`src/rtl/core/slm_ram.sv`:
```
// Generic single-write, single-read RAM with registered read data.
module slm_ram #(
	parameter int WIDTH = 64,
	parameter int DEPTH = 32
) (
	input  logic                                  clk,
	input  logic                                  we,
	input  logic [((DEPTH > 1) ? $clog2(DEPTH) : 1)-1:0] waddr,
	input  logic [WIDTH-1:0]                      wdata,
	input  logic                                  re,
	input  logic [((DEPTH > 1) ? $clog2(DEPTH) : 1)-1:0] raddr,
	output logic [WIDTH-1:0]                      rdata
);

	logic [WIDTH-1:0] mem_q [DEPTH];

	always_ff @(posedge clk) begin
		if (we) begin
			mem_q[waddr] <= wdata;
		end
		if (re) begin
			rdata <= mem_q[raddr];
		end
	end

endmodule
```
`config.mk`:
```
export PLATFORM = sky130hd
export DESIGN_NAME = slm_ram
export DESIGN_NICKNAME = d
export VERILOG_FILES = /design/src/rtl/core/slm_ram.sv
export SDC_FILE = /design/constraint.sdc
export NUM_CORES = 2
export LEC_CHECK = 0
export BUFFER_PORTS_ARGS = -buffer_cell sky130_fd_sc_hd__clkbuf_2
export CORE_MARGIN = 10
export CORE_UTILIZATION = 67
export CTS_CLUSTER_DIAMETER = 120
export DETAILED_ROUTE_END_ITERATION = 10
export HOLD_SLACK_MARGIN = 0.08
export PLACE_DENSITY = 0.84
export SETUP_SLACK_MARGIN = 0.15
export SLEW_MARGIN = 40
export SYNTH_ARGS = -nofsm -noshare
export SYNTH_HDL_FRONTEND = slang
export SYNTH_SLANG_ARGS = --single-unit
```
`constraint.sdc`:
```
create_clock -name clk -period 8.9 [get_ports clk]
set_clock_uncertainty 0.15 [all_clocks]
set_input_delay 1.78 -clock clk [delete_from_list [all_inputs] [get_ports clk]]
set_output_delay 1.78 -clock clk [all_outputs]
set_load 0.05 [all_outputs]
```
Word level (Yosys, flattened, before mapping)
Memory sizes are Yosys's and may differ from the RTL's. A register that Yosys moved wholly into a read port is not among the register bits.
Index checks and enable logic that the tools add are counted.
{"block": "word_totals", "ff_bits": 0, "wordCells": 3, "mem_count": 1, "ramBits": 2048, "inputBits": 77, "out_inout_bits": 64}
{"memory": "mem_q", "words": 32, "word_bits": 64, "read_ports": 1, "rd_clocked_by_memory_dff": 1, "write_ports": 1, "line": "15", "source": "logic [WIDTH-1:0] mem_q [DEPTH];"}
{"block": "op_classes", "n_mux": 2}
{"cell": "$mux W1", "n": 2}

Longest topological paths before layout
{"block": "logic_depth", "word_depth": 2, "depth_mapped": 9, "depth_no_buf": 4}

Worst setup path after synthesis
Ideal clock, no wire load.
{"block": "synth_path", "path_kind": "input to register", "start": "input waddr[1] (netlist bit)", "end": "memory mem_q[12][0], enable pin", "path_buffers": 1, "stages": 3, "setup_slack_ps": 3148, "setup_ps": 486, "required_time_ps": 8264, "t_arrival_ps": 5116, "cell_sequence": "or3b_2 clkbuf_1 nor2_1"}
{"item": "from (decl)", "line": "8", "source": "input logic [((DEPTH > 1) ? $clog2(DEPTH) : 1)-1:0] waddr,"}
{"item": "to (decl)", "line": "15"}
No word-level cell before the write port.

==> flow_metrics.tcl <==
set metrics [dict create \
    outcome "finished clean" \
    drive_gt1_frac 0.3486 \
    p_per_area_nw_per_um2 235.3 \
    clock-sinks 2112 \
    cts_inserted_buffers 195 \
    wire_per_inst_um 44.91 \
    critPathRequiredTime_ns 9.31 \
    cts-root-buf "clkbuf_16" \
    setup_viol 0 \
    timing.slew.headroom 0.3725 \
    finalHoldViolCount 0 \
    ys_warn_count 0 \
    dieArea_um2 133000 \
    port_buffers 140 \
    synth_cells 3097 \
    maxCapViolCount 0 \
    ctsHoldBuffers 0 \
    clockBufferDepth 3 \
    dr.pass1.iters 6 \
    avgSynthCellArea_um2 25.70 \
    cts.htree.levels 4 \
    cts_resized 0 \
    ant_nets 0 \
    min_period_ns 4.592 \
    viasPerCell 7.729 \
    dp_hpwl_mm 102.0 \
    drc 0 \
    post-place-ws_ns 3.509 \
    core_um2 118100 \
    hold_class "reg -> reg" \
    critPathCaptureType "register" \
    stdcell_count 5082 \
    initial_core_util 0.6742 \
    slowest_stage "mux4_2" \
    vias 39280 \
    cpMostUsedCell "buf_16" \
    grt_pass1_vias 40470 \
    postCtsSetupBuffers 0 \
    final_cell_area_um2 89650 \
    final_max_slew_viol_count 0 \
    power_mw 21.10 \
    worst_ep_arrival_time_ns 5.00 \
    crit_chain "buf_8, buf_16, buf_12, buf_16, buf_16, mux4_2, mux4_2, mux2_2" \
    grt_overflow 0 \
    gp_congestion 0.7570 \
    syn_area_um2 79610 \
    p_leak_nw 28.06 \
    synth.distinct_cells 30 \
    die_w_um 364.7 \
    syn_nets 3174 \
    period_share 0.5160 \
    ys_seq_elements 2112 \
    clkTransAtPathRegs_ns 0.06 \
    syn2layout_area_growth_pct 12.62 \
    cts_tree "yes" \
    nets 3450 \
    fin_ws_ns 4.308 \
    routed_wl_mm 228.2 \
    grt_max_degree 132 \
    worst_pin_slew_ns 0.9413 \
    holdWs_ns 0.8083 \
    seq_area_frac_synth 0.7967 \
    clk_latency_ns 0.83 \
    final_util 0.7593 \
    cp-start-kind "input pin" \
    placed_cells 4707 \
    io_pins 141 \
    place_area_um2 82970 \
    fill_cells 5274 \
    tns_ns 0 \
    grt_pass1_wl_mm 320.3 \
    max_stage_delay_ns 0.58 \
    antenna_found_initial 16 \
    die_h_um 364.7 \
    rows 126 \
    ir_drop_uv 198.0 \
    path_class "in -> reg" \
    drt_iter0_markers 8137 \
    critPathMaxFanout 65 \
    max_freq_mhz 217.7 \
    grt_setup_unrepaired "no" \
    track_usage 0.3500 \
]
==> worst paths after layout <==
kind | start | end | slack [ns] | cells after the start
worst max-delay path | raddr[0] | rdata[53] | 4.31 | 8
worst min-delay path | mem_q[29][61] | rdata[61] | 0.81 | 4
worst max register to register | mem_q[11][25] | rdata[25] | 6.56 | 4
worst min register to register | mem_q[29][61] | rdata[61] | 0.81 | 4
==> state kept, by name, indices dropped and copies added, names as in the netlist <==
name	cells
mem_q	2048
rdata	64
==> critical path: cells and delay by family <==
family | cells | cell delay [ns]
buffers and inverters | 5 | 1.57
multiplexers | 3 | 1.36
==> kinds of logic after synthesis <==
family,Yosys count,synth area share
AOI/OAI and AO/OA,50,0.004621
buffers and inverters,157,0.009368
muxes,714,0.1856
and+or+nand+nor,64,0.003757
DFF,2112,0.7967
==> cell usage after synthesis <==
master,n,share of area
mux2i_1,38,0.0048
o221ai_1,3,0.00033
clkbuf_1,55,0.0026
buf_4,14,0.0013
mux2_2,74,0.010
and2_0,1,0.000079
a221oi_1,12,0.0013
inv_2,1,0.000047
buf_1,19,0.00090
a211oi_1,3,0.00028
edfxtp_1,2112,0.80
or3b_2,2,0.00022
o2bb2ai_1,3,0.00033
o22ai_1,10,0.00079
a22oi_1,3,0.00028
a22o_1,1,0.00011
buf_6,3,0.00042
and2_1,3,0.00024
o31a_1,3,0.00033
o211ai_1,3,0.00028
mux4_2,602,0.17
nand2b_1,2,0.00016
nand3_1,2,0.00013
nand2_1,3,0.00014
buf_2,65,0.0041
o21ai_0,9,0.00057
nor2_1,41,0.0019
nand3b_1,5,0.00047
or3_1,1,0.000079
nor2b_1,4,0.00031
==> cell type report <==
cell class	count	area [um^2]	share of cell area
Clock buffer	236	5161	0.05757
Inverter	1	3.754	0.00004187
Multi-Input combinational cell	828	15690	0.1750
Timing Repair Buffer	235	2057	0.02294
Clock inverter	125	1381	0.01541
Antenna cell	9	22.52	0.0002512
Sequential cell	2112	63420	0.7074
Tap cell	1536	1922	0.02144
==> report_power, final <==
group / leakage (nW) / switching [mW] / internal (mW)
clock network: 3.19 / 3.90 / 4.93
registers: 19.1 / 0.0686 / 11.1
logic: 5.80 / 0.685 / 0.414
==> cells in the final DEF (no fill, tap or decap), types with 3 or more instances in the layout <==
| master | synthesis | layout |
|---|---|---|
| a211oi_1 | 3 | 3 |
| a221oi_1 | 12 | 12 |
| a22oi_1 | 3 | 3 |
| and2_1 | 3 | 3 |
| buf_12 | 0 | 14 |
| buf_16 | 0 | 15 |
| buf_4 | 14 | 43 |
| buf_6 | 3 | 17 |
| buf_8 | 0 | 11 |
| bufinv_16 | 0 | 27 |
| clkbuf_1 | 55 | 35 |
| clkbuf_16 | 0 | 201 |
| clkbuf_2 | 0 | 134 |
| clkinv_1 | 0 | 41 |
| clkinv_2 | 0 | 35 |
| clkinv_4 | 0 | 3 |
| clkinv_8 | 0 | 3 |
| clkinvlp_4 | 0 | 7 |
| diode_2 | 0 | 9 |
| edfxtp_1 | 2112 | 2112 |
| inv_6 | 0 | 6 |
| mux2_2 | 74 | 74 |
| mux2i_1 | 38 | 38 |
| mux4_2 | 602 | 602 |
| nand2_1 | 3 | 3 |
| nand3b_1 | 5 | 5 |
| nor2_1 | 41 | 8 |
| nor2_4 | 0 | 32 |
| nor2b_1 | 4 | 4 |
| o211ai_1 | 3 | 3 |
| o21ai_0 | 9 | 9 |
| o221ai_1 | 3 | 3 |
| o22ai_1 | 10 | 10 |
| o2bb2ai_1 | 3 | 3 |
| o31a_1 | 3 | 3 |
==> layer usage <==
metal,up-vias,GRT usage,routed length (um)
li1,14110,-,-
met1,20250,0.4630,71150
met2,4148,0.5566,113200
met3,759,0.08650,32550
met4,14,0.1656,11250
met5,-,0,95
Power figures use the tool's default switching activity.
